==> config.mk <==
export PLATFORM = sky130hd
export DESIGN_NAME = sleep_table_wakeup_timer_flat
export DESIGN_NICKNAME = d
export VERILOG_FILES = /design/src/rtl/core/stwt_pkg.sv /design/src/rtl/core/stwt_if.sv /design/src/rtl/core/sleep_table_wakeup_timer.sv /design/src/flat_wrapper.sv
export VERILOG_INCLUDE_DIRS = /design/src /design/src/rtl/core
export SDC_FILE = /design/constraint.sdc
export NUM_CORES = 2
export LEC_CHECK = 0
export BUFFER_PORTS_ARGS = -buffer_cell sky130_fd_sc_hd__buf_2
export CAP_MARGIN = 20
export CELL_PAD_IN_SITES_DETAIL_PLACEMENT = 1
export CELL_PAD_IN_SITES_GLOBAL_PLACEMENT = 2
export CORE_AREA = 2 2 376 378
export CTS_CLUSTER_DIAMETER = 60
export DETAILED_ROUTE_END_ITERATION = 6
export DIE_AREA = 0 0 378 380
export PLACE_DENSITY_LB_ADDON = 0.2
export SKIP_CTS_REPAIR_TIMING = 1
export SYNTH_ARGS = -nofsm -noshare
export SYNTH_HDL_FRONTEND = slang
export SYNTH_SLANG_ARGS = --single-unit
==> constraint.sdc <==
create_clock -name i_clk -period 9.9 [get_ports i_clk]
set_clock_uncertainty 0.1 [all_clocks]
set_input_delay 1.98 -clock i_clk [delete_from_list [all_inputs] [get_ports i_clk]]
set_output_delay 1.98 -clock i_clk [all_outputs]
set_load 0.05 [all_outputs]
==> src/rtl/core/sleep_table_wakeup_timer_defines.svh <==
// Assertion macros shared by the sleep table RTL.
`ifndef SLEEP_TABLE_WAKEUP_TIMER_DEFINES_SVH
`define SLEEP_TABLE_WAKEUP_TIMER_DEFINES_SVH

// Check that cond holds in the same cycle as trig.
`define STWT_ASSERT_SAME(label, clk, rst_n, trig, cond, msg) \
    label: assert property (@(posedge clk) disable iff (!rst_n) (trig) |-> (cond)) \
        else $error(msg);

// Check that cond holds in the cycle after trig.
`define STWT_ASSERT_NEXT(label, clk, rst_n, trig, cond, msg) \
    label: assert property (@(posedge clk) disable iff (!rst_n) (trig) |=> (cond)) \
        else $error(msg);

`endif

==> src/rtl/core/stwt_pkg.sv <==
`default_nettype none

package stwt_pkg;

    localparam int TABLE_DEPTH = 16;
    localparam int IDX_W       = $clog2(TABLE_DEPTH);
    localparam int CNT_W       = $clog2(TABLE_DEPTH + 1);

    localparam int THREAD_W = 8;
    localparam int UNITS_W  = 16;
    localparam int TPU_W    = 16;
    localparam int TICK_W   = 32;
    localparam int KIND_W   = 2;

    localparam logic [TPU_W-1:0]  TPU_RESET = TPU_W'(100);
    localparam logic [TICK_W-1:0] TICK_MAX  = '1;

    // machine_idle value that marks idle mode
    localparam logic IDLE_MODE = 1'b1;

    localparam logic OP_SLEEP = 1'b0;
    localparam logic OP_TICK  = 1'b1;

    typedef enum logic [KIND_W-1:0] {
        RK_ACCEPTED = 2'd0,
        RK_FULL     = 2'd1,
        RK_WOKEN    = 2'd2,
        RK_DONE     = 2'd3
    } t_result_kind;

    typedef enum logic [2:0] {
        S_IDLE,
        S_MUL,
        S_SLEEP,
        S_FULL,
        S_TREAD,
        S_TEVAL,
        S_DONE
    } t_state;

    typedef struct packed {
        logic [THREAD_W-1:0] thread;
        logic [TICK_W-1:0]   wake;
    } t_entry;

endpackage

`default_nettype wire

==> src/rtl/core/stwt_if.sv <==
`default_nettype none

// Request channel: sleep requests and tick scans.
interface stwt_in_if;
    logic                          valid;
    logic                          ready;
    logic                          opcode;
    logic [stwt_pkg::THREAD_W-1:0] thread_id;
    logic [stwt_pkg::UNITS_W-1:0]  sleep_units;
    logic [stwt_pkg::TICK_W-1:0]   current_tick;
    logic                          machine_idle;

    modport source (output valid, opcode, thread_id, sleep_units, current_tick,
                    machine_idle, input ready);
    modport sink (input valid, opcode, thread_id, sleep_units, current_tick,
                  machine_idle, output ready);
endinterface

// Result channel.
interface stwt_out_if;
    logic                          valid;
    logic                          ready;
    logic [stwt_pkg::KIND_W-1:0]   result_kind;
    logic [stwt_pkg::THREAD_W-1:0] woken_thread;
    logic [stwt_pkg::TICK_W-1:0]   wake_tick;
    logic                          yield_hint;
    logic                          last_result;

    modport source (output valid, result_kind, woken_thread, wake_tick, yield_hint,
                    last_result, input ready);
    modport sink (input valid, result_kind, woken_thread, wake_tick, yield_hint,
                  last_result, output ready);
endinterface

`default_nettype wire

==> src/rtl/core/sleep_table_wakeup_timer.sv <==
// Channel    Dir  Transaction                   Ports
// ---------  ---  ----------------------------  ---------------------------------
// request    in   sleep request or tick scan    i_in  (valid/ready + payload)
// result     out  accepted/full/woken/done      o_out (valid/ready + payload)
// config     in   ticks_per_unit write          i_cfg_wr_en, i_cfg_wr_data
//
// Steps: sleep request: accept, multiply, table write; table full: accept, result;
//   tick scan: accept, then one table read and one evaluate/write-back step per
//   occupied entry on the single table memory, then the done result.
// Reset: synchronous, active low; clears the entry count, the FSM and the output
//   valid, and loads ticks_per_unit with 100. Table contents are not cleared.
// Stalls: a result sits in the output register until taken; the FSM holds in
//   its emitting state while that register is still occupied.
`default_nettype none

`include "sleep_table_wakeup_timer_defines.svh"

module sleep_table_wakeup_timer (
    input  wire logic                        i_clk,
    input  wire logic                        i_rst_n,
    input  wire logic                        i_cfg_wr_en,
    input  wire logic [stwt_pkg::TPU_W-1:0]  i_cfg_wr_data,
    stwt_in_if.sink                          i_in,
    stwt_out_if.source                       o_out
);

    localparam int IDX_W  = stwt_pkg::IDX_W;
    localparam int CNT_W  = stwt_pkg::CNT_W;
    localparam int TICK_W = stwt_pkg::TICK_W;

    // Control state
    stwt_pkg::t_state          r_state, n_state;
    logic [CNT_W-1:0]          r_count, n_count;
    logic [IDX_W-1:0]          r_idx, n_idx;
    logic [stwt_pkg::TPU_W-1:0] r_tpu;

    // Captured request payload
    logic [stwt_pkg::THREAD_W-1:0] r_thread;
    logic [stwt_pkg::UNITS_W-1:0]  r_units;
    logic [TICK_W-1:0]             r_now;
    logic                          r_idle;
    logic [TICK_W-1:0]             r_prod;

    // Table memory and its registered read data
    stwt_pkg::t_entry r_table [stwt_pkg::TABLE_DEPTH];
    stwt_pkg::t_entry r_rd_cur;
    stwt_pkg::t_entry r_rd_last;

    logic             mem_we;
    logic [IDX_W-1:0] mem_waddr;
    stwt_pkg::t_entry mem_wdata;
    logic             rd_en;

    // Output register
    logic                          r_out_valid;
    stwt_pkg::t_result_kind        r_out_kind, n_out_kind;
    logic [stwt_pkg::THREAD_W-1:0] r_out_thread, n_out_thread;
    logic [TICK_W-1:0]             r_out_wake, n_out_wake;
    logic                          r_out_yield, n_out_yield;
    logic                          r_out_last, n_out_last;
    logic                          out_load;
    logic                          out_free;

    logic                          in_fire;
    logic [CNT_W-1:0]              cnt_m1;
    logic [IDX_W-1:0]              last_idx;
    logic [TICK_W:0]               wake_sum;
    logic [TICK_W-1:0]             wake_sat;

    assign in_fire  = i_in.valid && i_in.ready;
    assign out_free = !r_out_valid || o_out.ready;
    assign cnt_m1   = r_count - CNT_W'(1);
    assign last_idx = cnt_m1[IDX_W-1:0];

    // Saturate the wake tick at the tick maximum.
    assign wake_sum = {1'b0, r_now} + {1'b0, r_prod};
    assign wake_sat = wake_sum[TICK_W] ? stwt_pkg::TICK_MAX : wake_sum[TICK_W-1:0];

    assign i_in.ready         = (r_state == stwt_pkg::S_IDLE);
    assign o_out.valid        = r_out_valid;
    assign o_out.result_kind  = r_out_kind;
    assign o_out.woken_thread = r_out_thread;
    assign o_out.wake_tick    = r_out_wake;
    assign o_out.yield_hint   = r_out_yield;
    assign o_out.last_result  = r_out_last;

    always_ff @(posedge i_clk) begin
        if (!i_rst_n) begin
            r_state <= stwt_pkg::S_IDLE;
            r_count <= '0;
            r_idx   <= '0;
            r_tpu   <= stwt_pkg::TPU_RESET;
        end else begin
            r_state <= n_state;
            r_count <= n_count;
            r_idx   <= n_idx;
            if (i_cfg_wr_en) begin
                r_tpu <= i_cfg_wr_data;
            end
        end
    end

    // Capture the request; the product gets a register of its own before the add.
    always_ff @(posedge i_clk) begin
        if (in_fire) begin
            r_thread <= i_in.thread_id;
            r_units  <= i_in.sleep_units;
            r_now    <= i_in.current_tick;
            r_idle   <= i_in.machine_idle;
        end
        if (r_state == stwt_pkg::S_MUL) begin
            r_prod <= TICK_W'(r_units) * TICK_W'(r_tpu);
        end
    end

    // Table: one write port, reads of the scanned entry and the last entry.
    always_ff @(posedge i_clk) begin
        if (mem_we) begin
            r_table[mem_waddr] <= mem_wdata;
        end
        if (rd_en) begin
            r_rd_cur  <= r_table[r_idx];
            r_rd_last <= r_table[last_idx];
        end
    end

    always_ff @(posedge i_clk) begin
        if (!i_rst_n) begin
            r_out_valid <= 1'b0;
        end else if (out_load) begin
            r_out_valid <= 1'b1;
        end else if (o_out.ready) begin
            r_out_valid <= 1'b0;
        end
    end

    always_ff @(posedge i_clk) begin
        if (out_load) begin
            r_out_kind   <= n_out_kind;
            r_out_thread <= n_out_thread;
            r_out_wake   <= n_out_wake;
            r_out_yield  <= n_out_yield;
            r_out_last   <= n_out_last;
        end
    end

    always_comb begin
        n_state      = r_state;
        n_count      = r_count;
        n_idx        = r_idx;
        mem_we       = 1'b0;
        mem_waddr    = r_idx;
        mem_wdata    = r_rd_last;
        rd_en        = 1'b0;
        out_load     = 1'b0;
        n_out_kind   = stwt_pkg::RK_DONE;
        n_out_thread = '0;
        n_out_wake   = '0;
        n_out_yield  = 1'b0;
        n_out_last   = 1'b1;

        unique case (r_state)
            stwt_pkg::S_IDLE: begin
                if (in_fire) begin
                    if (i_in.opcode == stwt_pkg::OP_SLEEP) begin
                        if (r_count == CNT_W'(stwt_pkg::TABLE_DEPTH)) begin
                            n_state = stwt_pkg::S_FULL;
                        end else begin
                            n_state = stwt_pkg::S_MUL;
                        end
                    end else if (r_count == '0) begin
                        n_state = stwt_pkg::S_DONE;
                    end else begin
                        // Scan starts at the highest occupied index.
                        n_idx   = last_idx;
                        n_state = stwt_pkg::S_TREAD;
                    end
                end
            end
            stwt_pkg::S_MUL: begin
                n_state = stwt_pkg::S_SLEEP;
            end
            stwt_pkg::S_SLEEP: begin
                if (out_free) begin
                    mem_we       = 1'b1;
                    mem_waddr    = r_count[IDX_W-1:0];
                    mem_wdata    = '{thread: r_thread, wake: wake_sat};
                    n_count      = r_count + CNT_W'(1);
                    out_load     = 1'b1;
                    n_out_kind   = stwt_pkg::RK_ACCEPTED;
                    n_out_thread = r_thread;
                    n_out_wake   = wake_sat;
                    n_state      = stwt_pkg::S_IDLE;
                end
            end
            stwt_pkg::S_FULL: begin
                if (out_free) begin
                    out_load   = 1'b1;
                    n_out_kind = stwt_pkg::RK_FULL;
                    n_state    = stwt_pkg::S_IDLE;
                end
            end
            stwt_pkg::S_TREAD: begin
                rd_en   = 1'b1;
                n_state = stwt_pkg::S_TEVAL;
            end
            stwt_pkg::S_TEVAL: begin
                if (r_now >= r_rd_cur.wake) begin
                    // Hold until the output register frees, then wake and
                    // move the last entry into this slot.
                    if (out_free) begin
                        out_load     = 1'b1;
                        n_out_kind   = stwt_pkg::RK_WOKEN;
                        n_out_thread = r_rd_cur.thread;
                        n_out_wake   = r_rd_cur.wake;
                        n_out_last   = 1'b0;
                        mem_we       = 1'b1;
                        mem_waddr    = r_idx;
                        mem_wdata    = r_rd_last;
                        n_count      = cnt_m1;
                        if (r_idx == '0) begin
                            n_state = stwt_pkg::S_DONE;
                        end else begin
                            n_idx   = r_idx - IDX_W'(1);
                            n_state = stwt_pkg::S_TREAD;
                        end
                    end
                end else if (r_idx == '0) begin
                    n_state = stwt_pkg::S_DONE;
                end else begin
                    n_idx   = r_idx - IDX_W'(1);
                    n_state = stwt_pkg::S_TREAD;
                end
            end
            stwt_pkg::S_DONE: begin
                if (out_free) begin
                    out_load    = 1'b1;
                    n_out_kind  = stwt_pkg::RK_DONE;
                    n_out_yield = (r_idle != stwt_pkg::IDLE_MODE) || (r_count != '0);
                    n_state     = stwt_pkg::S_IDLE;
                end
            end
            default: begin
                n_state = stwt_pkg::S_IDLE;
            end
        endcase
    end

    // Occupancy never passes the table depth.
    `STWT_ASSERT_SAME(a_count_bound, i_clk, i_rst_n, 1'b1,
        r_count <= CNT_W'(stwt_pkg::TABLE_DEPTH), "entry count above table depth")
    // A table insert only happens with a free slot.
    `STWT_ASSERT_SAME(a_insert_room, i_clk, i_rst_n,
        r_state == stwt_pkg::S_SLEEP && out_free,
        r_count < CNT_W'(stwt_pkg::TABLE_DEPTH), "insert into full table")
    // Each woken result removes exactly one entry.
    `STWT_ASSERT_NEXT(a_wake_removes, i_clk, i_rst_n,
        out_load && n_out_kind == stwt_pkg::RK_WOKEN,
        r_count == $past(r_count) - CNT_W'(1), "woken entry not removed")

endmodule

`default_nettype wire
==> src/flat_wrapper.sv <==
// flat-port wrapper written by rule: the top's interface ports become plain ports
module sleep_table_wakeup_timer_flat 
  (i_clk, i_rst_n, i_cfg_wr_en, i_cfg_wr_data, i_in_valid, i_in_opcode, i_in_thread_id, i_in_sleep_units, i_in_current_tick, i_in_machine_idle, i_in_ready, o_out_valid, o_out_result_kind, o_out_woken_thread, o_out_wake_tick, o_out_yield_hint, o_out_last_result, o_out_ready);
  stwt_in_if i_in_i ();
  stwt_out_if o_out_i ();
  input  wire logic i_clk;
  input  wire logic i_rst_n;
  input  wire logic i_cfg_wr_en;
  input  wire logic [stwt_pkg::TPU_W-1:0] i_cfg_wr_data;
  input wire logic [$bits(i_in_i.valid)-1:0] i_in_valid;
  input wire logic [$bits(i_in_i.opcode)-1:0] i_in_opcode;
  input wire logic [$bits(i_in_i.thread_id)-1:0] i_in_thread_id;
  input wire logic [$bits(i_in_i.sleep_units)-1:0] i_in_sleep_units;
  input wire logic [$bits(i_in_i.current_tick)-1:0] i_in_current_tick;
  input wire logic [$bits(i_in_i.machine_idle)-1:0] i_in_machine_idle;
  output wire logic [$bits(i_in_i.ready)-1:0] i_in_ready;
  output wire logic [$bits(o_out_i.valid)-1:0] o_out_valid;
  output wire logic [$bits(o_out_i.result_kind)-1:0] o_out_result_kind;
  output wire logic [$bits(o_out_i.woken_thread)-1:0] o_out_woken_thread;
  output wire logic [$bits(o_out_i.wake_tick)-1:0] o_out_wake_tick;
  output wire logic [$bits(o_out_i.yield_hint)-1:0] o_out_yield_hint;
  output wire logic [$bits(o_out_i.last_result)-1:0] o_out_last_result;
  input wire logic [$bits(o_out_i.ready)-1:0] o_out_ready;
  assign i_in_i.valid = i_in_valid;
  assign i_in_i.opcode = i_in_opcode;
  assign i_in_i.thread_id = i_in_thread_id;
  assign i_in_i.sleep_units = i_in_sleep_units;
  assign i_in_i.current_tick = i_in_current_tick;
  assign i_in_i.machine_idle = i_in_machine_idle;
  assign i_in_ready = i_in_i.ready;
  assign o_out_valid = o_out_i.valid;
  assign o_out_result_kind = o_out_i.result_kind;
  assign o_out_woken_thread = o_out_i.woken_thread;
  assign o_out_wake_tick = o_out_i.wake_tick;
  assign o_out_yield_hint = o_out_i.yield_hint;
  assign o_out_last_result = o_out_i.last_result;
  assign o_out_i.ready = o_out_ready;
  sleep_table_wakeup_timer u_core (.i_clk(i_clk), .i_rst_n(i_rst_n), .i_cfg_wr_en(i_cfg_wr_en), .i_cfg_wr_data(i_cfg_wr_data), .i_in(i_in_i), .o_out(o_out_i));
endmodule
==> out/metrics.cfg <==
[critical_path]
slowest_stage=edfxtp_1
setup.worst_path.end_class=register
critPathMaxFanout=16
required_ns=10.25
arrival_ns=7.21
start_kind=register
slowest_delay_ns=0.65
r2r_cells=23
worstSetupPathType=reg -> reg
crit_chain=and2_1 > fa_1 > inv_1 > fa_1 > inv_1 > fa_1 > inv_1 > fa_1 > inv_1 > fa_1 > inv_1 > fa_1 > inv_1 > ha_1 > and4_1 > o21a_1 > o31ai_1 > a211oi_1 > a211oi_1 > a21oi_1 > a211oi_1 > o21bai_1 > xor2_1

[floorplan]
io_pins=125
start_util=0.349
die_width_um=378
die_area_sq_mm=0.144
core_area_sq_mm=0.139
rows=137
die_y_um=380

[drt]
post_drt_via_cell_ratio=5.47
firstDrtPassIters=5
drt_iter0_drc=2148
route.detailed.drc=0
wl_per_cell_um=29.2
wl_mm=150
ant_nets=0
vias=28100

[placement]
place.gp.congestion=0.826
placed_cells=4927
portBuffers=124
pre_cts_ws_ns=3.07
hpwl_mm=95.4

[cells_and_area]
fillers=13900
final_cells=5142
diodes=0
syn_to_final_growth_pct=13.4
drive_gt1_frac=0.247
fin_nets=3618

[pwr]
p_leak_nw=19.4
power.density_mw_per_mm2=271
peakVddDrop_mv=0.199

[sta]
tns_ns=0
whs_ns=0.433
final_hold_viol_count=0
rsz0062_at_grt=no
report.final.slew_viol_count=0
period_needed_ns=6.86
final.period_utilization=0.693
finalWorstSetupSlack_ns=3.04
finalSetupViolations=0
max_freq_ghz=0.146
slew_headroom=0.270
tightest_slew_ns=1.09

[run_status]
status=finished clean

[clocking]
clkSlewWorstSetupHoldPaths_ns=0.06
numCtsBuffers=110
clockBufferDepth=3
cts.htree.levels=3
worstSkewPairLatency_ns=0.74
cts_tree=built
clock-sinks=882
cts-root-buf=clkbuf_16

[synth]
syn_nets=3484
syn-instance-count=3038
synth.avg_cell_area_sq_um=16.0
yosys_warnings=0
ys_seq_elements=882
synth-edff-count=853
synth.distinct_cells=68
async_reset_ff_frac=0
yosysSeqAreaShare=0.540
synth_area_sq_mm=0.0485
synth_flop_cell=edfxtp_1

[worst_hold_path]
whs_path_depth=2
hold_path_class=reg -> reg

[grt]
grt_pass1_wl_mm=222
overflow=0
grt_max_degree=61
antenna_found_initial=0
grt_pass1_vias=31200
grt_usage=0.213

[job]
drv_cap=0

## cells in the mapped netlist, types with 22 or more instances
| cell | instances | area (sq um) |
|---|---|---|
| a21oi_1 | 80 | 400 |
| nand2_1 | 245 | 920 |
| edfxtp_1 | 853 | 25600 |
| fa_1 | 195 | 3900 |
| o21ai_0 | 42 | 210 |
| clkbuf_1 | 114 | 428 |
| a21o_1 | 72 | 541 |
| buf_1 | 32 | 120 |
| xor2_1 | 28 | 245 |
| nor2b_1 | 23 | 144 |
| mux4_2 | 400 | 9010 |
| nand3_1 | 22 | 110 |
| dfxtp_1 | 29 | 581 |
| inv_1 | 278 | 1040 |
| and2_1 | 127 | 795 |
| nor2_1 | 60 | 225 |
| ha_1 | 172 | 2150 |
| xnor2_1 | 35 | 307 |
| mux2i_1 | 24 | 240 |
## placed cells by master, fill, tap and decap left out, drive strengths merged, types with 35 or more instances in the layout
cell    synthesis  layout
and2          128     128
edfxtp        853     853
a21oi          94      94
inv           278     289
nor2           61      61
ha            172     172
xnor2          35      35
clkbuf        114     132
nand2         245     245
a21o           72      72
clkinv          1      52
fa            195     195
buf            47     181
o21ai          47      47
mux4          400     400
## stage by stage
stage	power [mW]	cell area (sq um)	utilization
6_report	14.9	55000	0.395
5_1_grt	15.9	55000	0.395
4_1_cts	15.2	55000	0.395
3_5_place_dp	11.1	51400	0.370
3_3_place_gp	11.1	51400	0.369
2_1_floorplan	9.21	48500	-
## where the power goes
| part | leakage, nW | internal (mW) | switching (mW) |
|---|---|---|---|
| sequential | 7.97 | 4.78 | 0.244 |
| clock | 1.70 | 2.24 | 1.66 |
| combinational | 9.76 | 2.40 | 3.59 |
| total | 19.4 | 9.42 | 5.50 |
## layer usage
layer | GRT usage | vias up | wire length (um)
li1 | - | 11900 | -
met1 | 0.286 | 15400 | 64200
met2 | 0.362 | 707 | 76000
met3 | 0.0266 | 185 | 6290
met4 | 0.0578 | 0 | 3800
met5 | 0 | - | 0
## logic make-up (layout without fill, tap and decap cells)
family          count (synthesis)  after routing  synth area share
xor+xnor                       63             63            0.0114
mux                           424            424             0.191
simple gates                  538            538            0.0532
fa+ha+maj                     367            367             0.125
buf+inv                       440            668            0.0349
compound gates                324            324            0.0453
flops                         882            882             0.540
## layout make-up
type | count | area [sq um] | share of cell area
flip-flops and latches | 882 | 26200 | 0.476
multi-input cells | 1716 | 20800 | 0.379
clock buffers | 130 | 2870 | 0.0522
well taps | 1876 | 2350 | 0.0427
repair buffers | 183 | 1060 | 0.0193
inverters | 279 | 1050 | 0.0190
clock inverters | 76 | 647 | 0.0118
## path summary, 6_finish.rpt
path / start / slack (ns) / endpoint
worst max register to register: u_core.r_units[7] / 3.04 / u_core.r_prod[30]
worst min-delay path: u_core.r_rd_cur[36] / 0.43 / u_core.o_out.woken_thread[4]
worst min register to register: u_core.r_rd_cur[36] / 0.43 / u_core.o_out.woken_thread[4]
worst max-delay path: u_core.r_units[7] / 3.04 / u_core.r_prod[30]
## state kept, by name (all words and copies together), names as in the netlist
| name | cells |
|---|---|
| u_core.o_out.last_result | 1 |
| u_core.o_out.result_kind | 2 |
| u_core.o_out.valid | 1 |
| u_core.o_out.wake_tick | 32 |
| u_core.o_out.woken_thread | 8 |
| u_core.o_out.yield_hint | 1 |
| u_core.r_count | 5 |
| u_core.r_idle | 1 |
| u_core.r_idx | 4 |
| u_core.r_now | 32 |
| u_core.r_prod | 32 |
| u_core.r_rd_cur | 40 |
| u_core.r_rd_last | 40 |
| u_core.r_state | 3 |
| u_core.r_table | 640 |
| u_core.r_thread | 8 |
| u_core.r_tpu | 16 |
| u_core.r_units | 16 |
## critical path, delay by kind of cell (launching register included)
kind	cells	cell delay, ns
AOI/OAI and AO/OA	7	1.45
xor gates and xnor gates	1	0.15
and+or+nand+nor	2	0.57
adders and majority gates	7	3.37
DFF	1	0.65
buffers and inverters	6	0.34
(Power assumes the default switching activity.)
